===== src/rtl/core/rmsn_pkg.sv =====
// Shared types and constants for the RMS normalizer.
package rmsn_pkg;

  localparam int MaxLen = 8192;
  localparam int CountW = 14;
  localparam logic [31:0] EpsReset = 32'd42950;
  localparam logic [0:0] RegEps = 1'b0;

  typedef struct packed {
    logic        action;
    logic [31:0] sample;
    logic [31:0] weight;
    logic        last;
  } in_item_t;

  typedef struct packed {
    logic [31:0] value;
    logic        saturated;
  } out_item_t;

  typedef enum logic [3:0] {
    ST_IDLE,
    ST_ACC_SQ,
    ST_ACC_ADD,
    ST_DIV,
    ST_EPS,
    ST_INV_DIV,
    ST_SQRT,
    ST_NRM_MUL1,
    ST_NRM_MUL2,
    ST_NRM_MUL3,
    ST_NRM_MUL4,
    ST_OUT
  } state_t;

  // Controller to datapath.
  typedef struct packed {
    logic load;
    logic sq;
    logic acc;
    logic div_start;
    logic div_step;
    logic eps_add;
    logic inv_start;
    logic sqrt_start;
    logic sqrt_step;
    logic inv_done;
    logic mul1;
    logic mul2;
    logic mul3;
    logic mul4;
    logic out_load;
  } cmd_t;

  typedef struct packed {
    logic iter_done;
  } status_t;

endpackage


===== src/rtl/core/rmsn_ctrl.sv =====
// Controller state machine sequencing the datapath.
module rmsn_ctrl
  import rmsn_pkg::*;
(
  input  logic     clk,
  input  logic     rst,
  input  logic     in_valid,
  input  logic     action,
  input  logic     last,
  output logic     in_stall,
  output logic     out_valid,
  input  logic     out_stall,
  input  status_t  status,
  output cmd_t     cmd
);

  state_t state, state_next;
  logic   last_r, last_r_next;
  logic   out_v, out_v_next;

  always_ff @(posedge clk) begin
    if (rst) begin
      state <= ST_IDLE;
      last_r <= 1'b0;
      out_v <= 1'b0;
    end else begin
      state <= state_next;
      last_r <= last_r_next;
      out_v <= out_v_next;
    end
  end

  assign out_valid = out_v;

  always_comb begin
    state_next = state;
    last_r_next = last_r;
    out_v_next = out_v && out_stall;
    cmd = '0;
    in_stall = 1'b1;
    case (state)
      ST_IDLE: begin
        in_stall = 1'b0;
        if (in_valid) begin
          cmd.load = 1'b1;
          last_r_next = last;
          state_next = action ? ST_NRM_MUL1 : ST_ACC_SQ;
        end
      end
      ST_ACC_SQ: begin
        cmd.sq = 1'b1;
        state_next = ST_ACC_ADD;
      end
      ST_ACC_ADD: begin
        cmd.acc = 1'b1;
        state_next = last_r ? ST_DIV : ST_IDLE;
      end
      ST_DIV: begin
        if (!status.iter_done) cmd.div_step = 1'b1;
        else if (last_r) begin
          cmd.div_start = 1'b1;
          last_r_next = 1'b0;
        end else begin
          state_next = ST_EPS;
        end
      end
      ST_EPS: begin
        cmd.eps_add = 1'b1;
        state_next = ST_INV_DIV;
        last_r_next = 1'b1;
      end
      ST_INV_DIV: begin
        if (last_r) begin
          cmd.inv_start = 1'b1;
          last_r_next = 1'b0;
        end else if (!status.iter_done) cmd.div_step = 1'b1;
        else begin
          cmd.sqrt_start = 1'b1;
          state_next = ST_SQRT;
        end
      end
      ST_SQRT: begin
        if (!status.iter_done) cmd.sqrt_step = 1'b1;
        else begin
          cmd.inv_done = 1'b1;
          state_next = ST_IDLE;
        end
      end
      ST_NRM_MUL1: begin
        cmd.mul1 = 1'b1;
        state_next = ST_NRM_MUL2;
      end
      ST_NRM_MUL2: begin
        cmd.mul2 = 1'b1;
        state_next = ST_NRM_MUL3;
      end
      ST_NRM_MUL3: begin
        cmd.mul3 = 1'b1;
        state_next = ST_NRM_MUL4;
      end
      ST_NRM_MUL4: begin
        cmd.mul4 = 1'b1;
        state_next = ST_OUT;
      end
      ST_OUT: begin
        if (!out_v || !out_stall) begin
          cmd.out_load = 1'b1;
          out_v_next = 1'b1;
          state_next = ST_IDLE;
        end
      end
      default: state_next = ST_IDLE;
    endcase
  end

endmodule


===== config.mk =====
export PLATFORM = sky130hd
export DESIGN_NAME = rmsn_ctrl
export DESIGN_NICKNAME = d
export VERILOG_FILES = /design/src/rtl/core/rmsn_pkg.sv /design/src/rtl/core/rmsn_ctrl.sv
export SDC_FILE = /design/constraint.sdc
export NUM_CORES = 1
export LEC_CHECK = 0
export ABC_CLOCK_PERIOD_IN_PS = 1600
export CAP_MARGIN = 10
export CORE_AREA = 2 2 39 41
export CTS_BUF_LIST = sky130_fd_sc_hd__clkbuf_16
export CTS_CLUSTER_DIAMETER = 60
export DETAILED_ROUTE_END_ITERATION = 7
export DIE_AREA = 0 0 41 43
export DONT_BUFFER_PORTS = 1
export HOLD_SLACK_MARGIN = 0.02
export PLACE_DENSITY_LB_ADDON = 0.15
export SYNTH_ARGS = -nofsm -noshare
export SYNTH_HDL_FRONTEND = slang
export SYNTH_SLANG_ARGS = --single-unit

===== constraint.sdc =====
create_clock -name clk -period 1.6 [get_ports clk]
set_clock_uncertainty 0.15 [all_clocks]
set_input_delay 0.08 -clock clk [delete_from_list [all_inputs] [get_ports clk]]
set_output_delay 0.08 -clock clk [all_outputs]
set_load 0.005 [all_outputs]

==> run metrics, run 1 <==
outcome=complete, no violations; setup violators final=0; critical path peak fanout=8; largest family of logic cells by synthesized area=simple AND/OR/NAND/NOR gates; synth cell count leaders=nor3_1 (7), a21oi_1 (6), dfxtp_1 (6); HP Start=status; GRT Resource Usage Total=between 20 and 25%; # DRC=0; power density over cell area=around 1900 mW/mm^2; Die H=43 um; Mapped Nets=87; fin. max-slew vios=0; achievable frequency=around 0.65 GHz; via count of the first global-routing pass=595; post-synthesis cell count=80; CTS Sinks=6; wire per inst=approximately 15 um; Post-Synth Adder-Cell Area=0%; r2r setup slk=60 ps; Inserted Clock Buffers=3; area leader, netlist=dfxtp_1; H-tree depth=1; Tcrit/Tclk final=a little over nine tenths; Overflow after GRT=0; Area Overhead vs Synth=43.0%; Cell variety after synth=40; Worst-path clk slew=30 ps; DIE AREA=0.00176 mm^2; largest net degree at the start of global routing=11; area share of and/or/nand/nor cells after synthesis=between 30% and 40%; nets@finish=107; initial cell density of the core=41.9%; CP arrival=around 1500 ps; Worst-Skew Late Latency=approximately 230 ps; Worst Path Required=roughly 1600 ps; fill count=around 120; hold worst-path end=cmd[10]; startpoint type of the worst setup path=flip-flop; Synth Register Bits=6; Final Hold Slack=51.8 ps; Static Leak=around 0.36 nW; final hold vios=0; layout cells sized above 1=31.6%; n_diodes=0; Syn Area/Cell=between 7 and 8 um^2; critical path class=flip-flop to flip-flop; drt pass-1 iters=4; clock tree buffer depth=2; largest cells by area after synthesis=dfxtp_1 (21%), nor3_1 (6.0%), nand2b_1 (5.4%), a21oi_1 (5.2%), and3_1 (4.3%); synthesized cell area=579 um^2; Reg-to-Reg Start=state[1]; worst min path class=primary input to output pin; max cap viols=0; Row Count=14; Peak VDD IR=~0.001 V; Vias=673; Synth warnings=0; Final GP Congestion=0.817; r2r worst-path depth=4; CTS tree=yes; Worst slew margin=75.7%; post-synthesis compound-gate area fraction=about 33%; DP HPWL=1250 um; Critical R2R Capture=state[2]; clock root cell=clkbuf_16; post-synthesis sequential area ratio=20.7%; Post-synth EDFFs=0; design area=around 830 um^2; asr flop ratio synth=0%; utilization after layout=59.9%; initial antenna violation count=0; Least-Margin Pin Slew=between 300 and 400 ps; Detail Route Antenna Nets=0; minimum clock period=1540 ps; cell with the most instances after synthesis=nor3_1; ys flop type=dfxtp_1; Area after DPL=684 um^2; I/O Buffers=0; hold path cells=1; Setup crit end kind=flip-flop; core area=approximately 0.0014 mm^2; I/O pin count=24; post-synth top area share=between 20% and 30%; post-synthesis mux area share=1.73%; routed wire length=1660 um; global-route wire length before repair=between 2000 and 3000 um; Die X=slightly above 40 um; drt via density=5.90; 1st-iter DRT viols=16; RSZ-0062 raised after global routing=yes; XOR/XNOR share of the synthesized area=0%
[logic make-up (layout without fill, tap and decap cells)]
| kind of cell | count (synthesis) | after routing |
|---|---|---|
| AOI/OAI and AO/OA | 26 | 26 |
| buffers and inverters | 10 | 28 |
| DFF | 6 | 6 |
| muxes | 1 | 1 |
| and+or+nand+nor | 37 | 37 |
[metal layers]
metal | vias to the layer above | part of all wire, % | global-route usage (%)
li1 | 338 | - | -
met3 | 3 | 5.3 | 3.14
met5 | - | 0 | 0
met1 | 314 | 43 | 26.3
met4 | 0 | 0.84 | 8.00
met2 | 18 | 51 | 33.1
[worst max path at each step]
stage / from / end / slack [ps] / cells past startpoint
after global placement: state[1] / state[2] / 10 / 4
final: state[1] / state[2] / 60 / 4
after CTS: state[2] / state[2] / -20 / 4
after floorplan: state[1] / state[2] / -2 / 5
after detailed placement: state[1] / state[2] / -20 / 4
after global routing: state[1] / state[1] / -40 / 4
[cells in the final DEF, fill, tap and decap left out, types with 2 or more instances in the layout]
master	instances
clkbuf_16	3
dlygate4sd3_1	3
inv_1	5
and3_1	4
dfxtp_1	3
nor3_1	7
buf_4	17
dfxtp_2	2
nand2_1	4
a21o_1	2
o21ai_0	3
nor2_1	4
a21oi_1	6
nand2b_1	5
a211oi_1	3
[metrics by stage]
| step | TNS (ps) | cells | power (mW) | setup slack (ps) |
|---|---|---|---|---|
| 3_3_place_gp | 0 | 106 | 1.06 | 13.1 |
| 6_report | 0 | 114 | 1.54 | 58.3 |
| 3_5_place_dp | -23.8 | 106 | 1.07 | -23.8 |
| 4_1_cts | -15.8 | 113 | 1.50 | -15.8 |
| 2_1_floorplan | -2.02 | 80 | 0.807 | -2.02 |
| 5_1_grt | -47.6 | 114 | 1.66 | -35.6 |
[power breakdown]
| part | switching (mW) | leakage [nW] | total [mW] | internal [mW] |
|---|---|---|---|---|
| Clock | 0.0828 | 0.0370 | 0.403 | 0.321 |
| Sequential | 0.0777 | 0.0505 | 0.287 | 0.209 |
| Combinational | 0.421 | 0.273 | 0.847 | 0.426 |
| Total | 0.581 | 0.361 | 1.54 | 0.956 |
[area by class of cell]
class	count	area (um^2)	share of cell area, %
well taps	16	20.0	2.42
clock buffers	3	75.1	9.06
repair buffers	20	158	19.0
flip-flops and latches	6	126	15.3
inverters	5	18.8	2.27
multi-input cells	64	430	52.0
[repair_timing]
action,CTS,global route
pin swaps,2,2
endpoints found under the setup margin,3,7
hold endpoints to repair,6,0
setup buffers,1,1
resized for setup,4,4
hold buffers,3,0
[sequential cells by signal (all words and copies together), names as in the netlist]
signal / count
out_valid: 1
state: 4
last_r: 1
[critical path, cell delays in order (launching register included)]
cell       delay, ps
dfxtp_2          340
and3b_2          250
or3_4            370
o211a_1          140
a2111oi_2        180
Note: power is estimated with default switching activity, not from simulation.
==> inputs of run 2 (changes only) <==
--- a/config.mk
+++ b/config.mk
@@ -14,6 +14,7 @@
 export DIE_AREA = 0 0 41 43
 export DONT_BUFFER_PORTS = 1
 export HOLD_SLACK_MARGIN = 0.02
+export MAX_ROUTING_LAYER = met4
 export PLACE_DENSITY_LB_ADDON = 0.15
 export SYNTH_ARGS = -nofsm -noshare
 export SYNTH_HDL_FRONTEND = slang
==> run 2 against run 1 <==
Net effect: clock power about the same; wire length about the same; sequential power about the same; power up 0.11%; die area unchanged.
==> run metrics, run 2 (synthesis results as in run 1) <==
DP HPWL=about 1200 um; 1st-iter DRT viols=17; n_diodes=0; Net Sw Frac=37.9%; Overall Power=1.54 mW; GRT Resource Usage Total=21.2%; Int Pwr=956 uW; Detail Route Antenna Nets=0; Die X=41 um; worst min path class=primary input to output pin; Peak VDD IR=0.00102 V; cell count after placement=106; Setup WS post-layout=56.1 ps; max reg flops=4; design area=828 um^2; Tcrit/Tclk final=96.5%; Final GP Congestion=0.829; Static Leak=0.361 nW; Comb pwr share=55.1%; Setup crit end kind=flip-flop; Final Hold Slack=roughly 52 ps; Worst-Skew Late Latency=230 ps; Die H=roughly 43 um; fill count=123; layout cells sized above 1=between 30% and 40%; Least-Margin Pin Slew=363 ps; I/O Buffers=0; multi-input logic area=430 um^2; HP Start=status; initial antenna violation count=0; Worst-path clk slew=30 ps; Inserted Clock Buffers=3; hold worst-path end=cmd[10]; Sw Pwr=583 uW; setup violators final=0; Worst slew margin=75.7%; minimum clock period=1540 ps; DIE AREA=between 0.0015 and 0.002 mm^2; r2r worst-path depth=4; Flop pwr share=about a fifth; achievable frequency=0.648 GHz; Area after DPL=between 600 and 700 um^2; clock power share=26.3%; Row Count=14; critical path class=flip-flop to flip-flop; Vias=675; register area=126 um^2; RSZ-0062 raised after global routing=yes; nets@finish=about 110; startpoint type of the worst setup path=flip-flop; Overflow after GRT=0; Final Non-Filler Cells=114; max cap viols=0; most common cell after layout, fill and taps aside=buf_4; hold path cells=1; CP arrival=1510 ps; Place WS=-23.8 ps; clock root cell=clkbuf_16; worst path bufs/invs=0; I/O pin count=24; drt pass-1 iters=4; initial cell density of the core=about two fifths; core area=0.00138 mm^2; Reg with most FFs=state; routed wire length=1660 um; critical path, cell by cell=and3b_2 -> or3_4 -> o211a_1 -> a2111oi_2; Reg-to-Reg Start=state[1]; CP max stage delay=370 ps; wire per inst=14.6 um; # DRC=0; via count of the first global-routing pass=595; r2r setup slk=60 ps; total negative slack=0 ps; commonest cells after routing, fill and taps aside=buf_4 (17), nor3_1 (7), a21oi_1 (6); Critical R2R Capture=state[2]; utilization after layout=about three fifths; Worst Path Required=1570 ps; drt via density=5.92; global-route wire length before repair=2510 um; CP max-delay cell=or3_4; clock tree buffer depth=2; CTS Sinks=6; largest net degree at the start of global routing=11; fin. max-slew vios=0; Crit path max-delay family=simple AND/OR/NAND/NOR gates; final hold vios=0; power density over cell area=1860 mW/mm^2; CTS tree=yes; outcome=complete, no violations; Area Overhead vs Synth=43.0%; H-tree depth=1; critical path peak fanout=8
run 2: cell counts in the layout (fill, tap and decap cells not counted):
Identical to the previous run, type by type.
run 2: power groups by stage:
stage | Clock [mW] | Combinational (mW) | Sequential [mW]
6_report | 0.404 | 0.848 | 0.286
3_5_place_dp | 0 | 0.795 | 0.272
3_3_place_gp | 0 | 0.792 | 0.273
5_1_grt | 0.420 | 0.937 | 0.300
2_1_floorplan | 0 | 0.563 | 0.244
4_1_cts | 0.410 | 0.814 | 0.278
run 2: final cells by class:
class | count | area share, %
clock buffers | 3 | 9.06
inverters | 5 | 2.27
multi-input cells | 64 | 52.0
flip-flops and latches | 6 | 15.3
well taps | 16 | 2.42
repair buffers | 20 | 19.0
run 2: metal layers:
layer / share of wire (%) / global-route usage (%) / vias to the layer above
met4: 1.5 / 8.00 / 0
met5: 0 / - / -
li1: - / - / 336
met2: 49 / 33.1 / 22
met1: 43 / 26.3 / 314
met3: 7.2 / 3.14 / 3
run 2: worst max-delay path by stage:
stage                   from        to  slack [ps]  cells past startpoint
floorplan           state[1]  state[2]          -2                      5
global placement    state[1]  state[2]          10                      4
detailed placement  state[1]  state[2]         -20                      4
CTS                 state[2]  state[2]         -20                      4
global route        state[1]  state[1]         -40                      4
finish              state[1]  state[2]          60                      4
run 2: timing repair:
| action | 4_1_cts | 5_1_grt |
|---|---|---|
| endpoints found under the setup margin | 3 | 7 |
| resized for setup | 4 | 4 |
| setup buffers | 1 | 1 |
| endpoints found under the hold margin | 6 | 0 |
| pin swaps | 2 | 2 |
| hold buffers | 3 | 0 |
| gates cloned | 0 | 0 |
==> inputs of run 3 (changes only) <==
--- a/config.mk
+++ b/config.mk
@@ -10,12 +10,14 @@
 export CORE_AREA = 2 2 39 41
 export CTS_BUF_LIST = sky130_fd_sc_hd__clkbuf_16
 export CTS_CLUSTER_DIAMETER = 60
+export CTS_CLUSTER_SIZE = 10
 export DETAILED_ROUTE_END_ITERATION = 7
 export DIE_AREA = 0 0 41 43
 export DONT_BUFFER_PORTS = 1
 export HOLD_SLACK_MARGIN = 0.02
 export MAX_ROUTING_LAYER = met4
 export PLACE_DENSITY_LB_ADDON = 0.15
+export SETUP_SLACK_MARGIN = 0.3
 export SYNTH_ARGS = -nofsm -noshare
 export SYNTH_HDL_FRONTEND = slang
 export SYNTH_SLANG_ARGS = --single-unit
==> run 3 against run 2 <==
Net effect: the run now ends with negative hold slack, negative setup slack left; flip-flop and latch count stayed put; critical path depth is 1 higher; power is 40% higher; setup slack worse by 98 ps; sequential share of layout area is 3.6 points lower.
==> run metrics, run 3 (synthesis results as in run 1) <==
outcome=complete, but fails checks; failing checks=negative hold slack, negative setup slack; initial antenna violation count=0; commonest cells after routing, fill and taps aside=buf_6 (16), buf_4 (14), and3_4 (5); design area=roughly 0.0012 mm^2; Setup WS post-layout=-41.4 ps; core area=0.00138 mm^2; Vias=approximately 790; Worst slew margin=76.8%; Detail Route Antenna Nets=0; Worst-path clk slew=about 40 ps; Net Sw Frac=41.6%; Sw Pwr=898 uW; setup violators final=4; Overflow after GRT=0; Peak VDD IR=0.00136 V; Final Hold Slack=-21.7 ps; worst min path class=primary input to flip-flop; Flop pwr share=approximately 15%; Worst-Skew Late Latency=230 ps; 1st-iter DRT viols=16; max cap viols=0; Final Non-Filler Cells=125; cell count after placement=105; drt pass-1 iters=4; Comb pwr share=65.8%; fin. max-slew vios=0; drt via density=around 6.3; CTS Hold Bufs=1; Row Count=14; # DRC=0; DIE AREA=0.00176 mm^2; wire per inst=19.9 um; Worst Path Required=between 1500 and 2000 ps; H-tree depth=1; Int Pwr=between 1 and 1.5 mW; startpoint type of the worst setup path=flip-flop; GRT Resource Usage Total=29.6%; most common cell after layout, fill and taps aside=buf_6; global-route wire length before repair=between 3000 and 4000 um; I/O Buffers=0; clock root cell=clkbuf_16; Crit path max-delay family=simple AND/OR/NAND/NOR gates; Area after DPL=704 um^2; CTS tree=yes; Final GP Congestion=0.885; worst path bufs/invs=1; utilization after layout=84.0%; CP max-delay cell=dfxtp_4; largest net degree at the start of global routing=8; clock power share=19.3%; Static Leak=0.463 nW; DP HPWL=1290 um; Inserted Clock Buffers=3; n_diodes=0; Least-Margin Pin Slew=347 ps; CTS Sinks=6; Area Overhead vs Synth=101%; via count of the first global-routing pass=764; RSZ-0062 raised after global routing=yes; nets@finish=118; initial cell density of the core=41.9%; critical path, cell by cell=and3b_1 -> buf_6 -> or2_1 -> a221oi_2 -> mux2i_1; max reg flops=4; final hold vios=1; Place WS=-18.8 ps; clock tree buffer depth=2; Die X=41 um; routed wire length=2490 um; Reg with most FFs=state; Die H=approximately 43 um; critical path class=flip-flop to flip-flop; CP max stage delay=350 ps; minimum clock period=1640 ps; Setup crit end kind=flip-flop; critical path peak fanout=5; power density over cell area=1860 mW/mm^2; CP arrival=1640 ps; I/O pin count=24; achievable frequency=0.609 GHz; layout cells sized above 1=about 65%; Tcrit/Tclk final=103%
## run 3: worst paths after layout
path,start,end,slack (ps),cells after the start
worst min register to register,state[3],state[2],430,2
worst max register to register,state[1],state[1],-40,5
worst min-delay path,out_stall,out_valid,-20,2
worst max-delay path,state[1],state[1],-40,5
## run 3: layer usage
metal  up-vias  track usage (%)  wire length (um)
met1       382             35.0               975
met5         -                -                 0
met4         0             13.3                63
met3         9             5.76               143
li1        360                -                 -
met2        41             46.3              1310
## run 3: metrics by stage
stage,power [mW],setup TNS (ps)
2_1_floorplan,0.872,-1.68
3_3_place_gp,1.09,0
3_5_place_dp,1.10,-18.8
4_1_cts,1.95,0
5_1_grt,2.27,-421
6_report,2.16,-91.5
## run 3: what timing repair did
| item | 4_1_cts | 5_1_grt |
|---|---|---|
| gates resized for setup | 48 | 14 |
| pin swaps | 13 | 8 |
| buffers inserted | 12 | 4 |
| hold endpoints to repair | 6 | 1 |
| endpoints found under the setup margin | 22 | 22 |
## run 3: layout make-up
class                           instances  area [um^2]
Multi-Input combinational cell         64          618
Timing Repair Buffer                   31          295
Fill cell                              61          221
Sequential cell                         6          135
Clock buffer                            3         75.1
Tap cell                               16         20.0
Inverter                                5         18.8
## run 3: power groups by stage
stage               registers [mW]  clock network, mW  logic [mW]
finish                       0.323              0.416        1.42
global route                 0.327              0.427        1.52
CTS                          0.305              0.419        1.22
detailed placement           0.290                  0       0.811
global placement             0.291                  0       0.798
floorplan                    0.253                  0       0.619
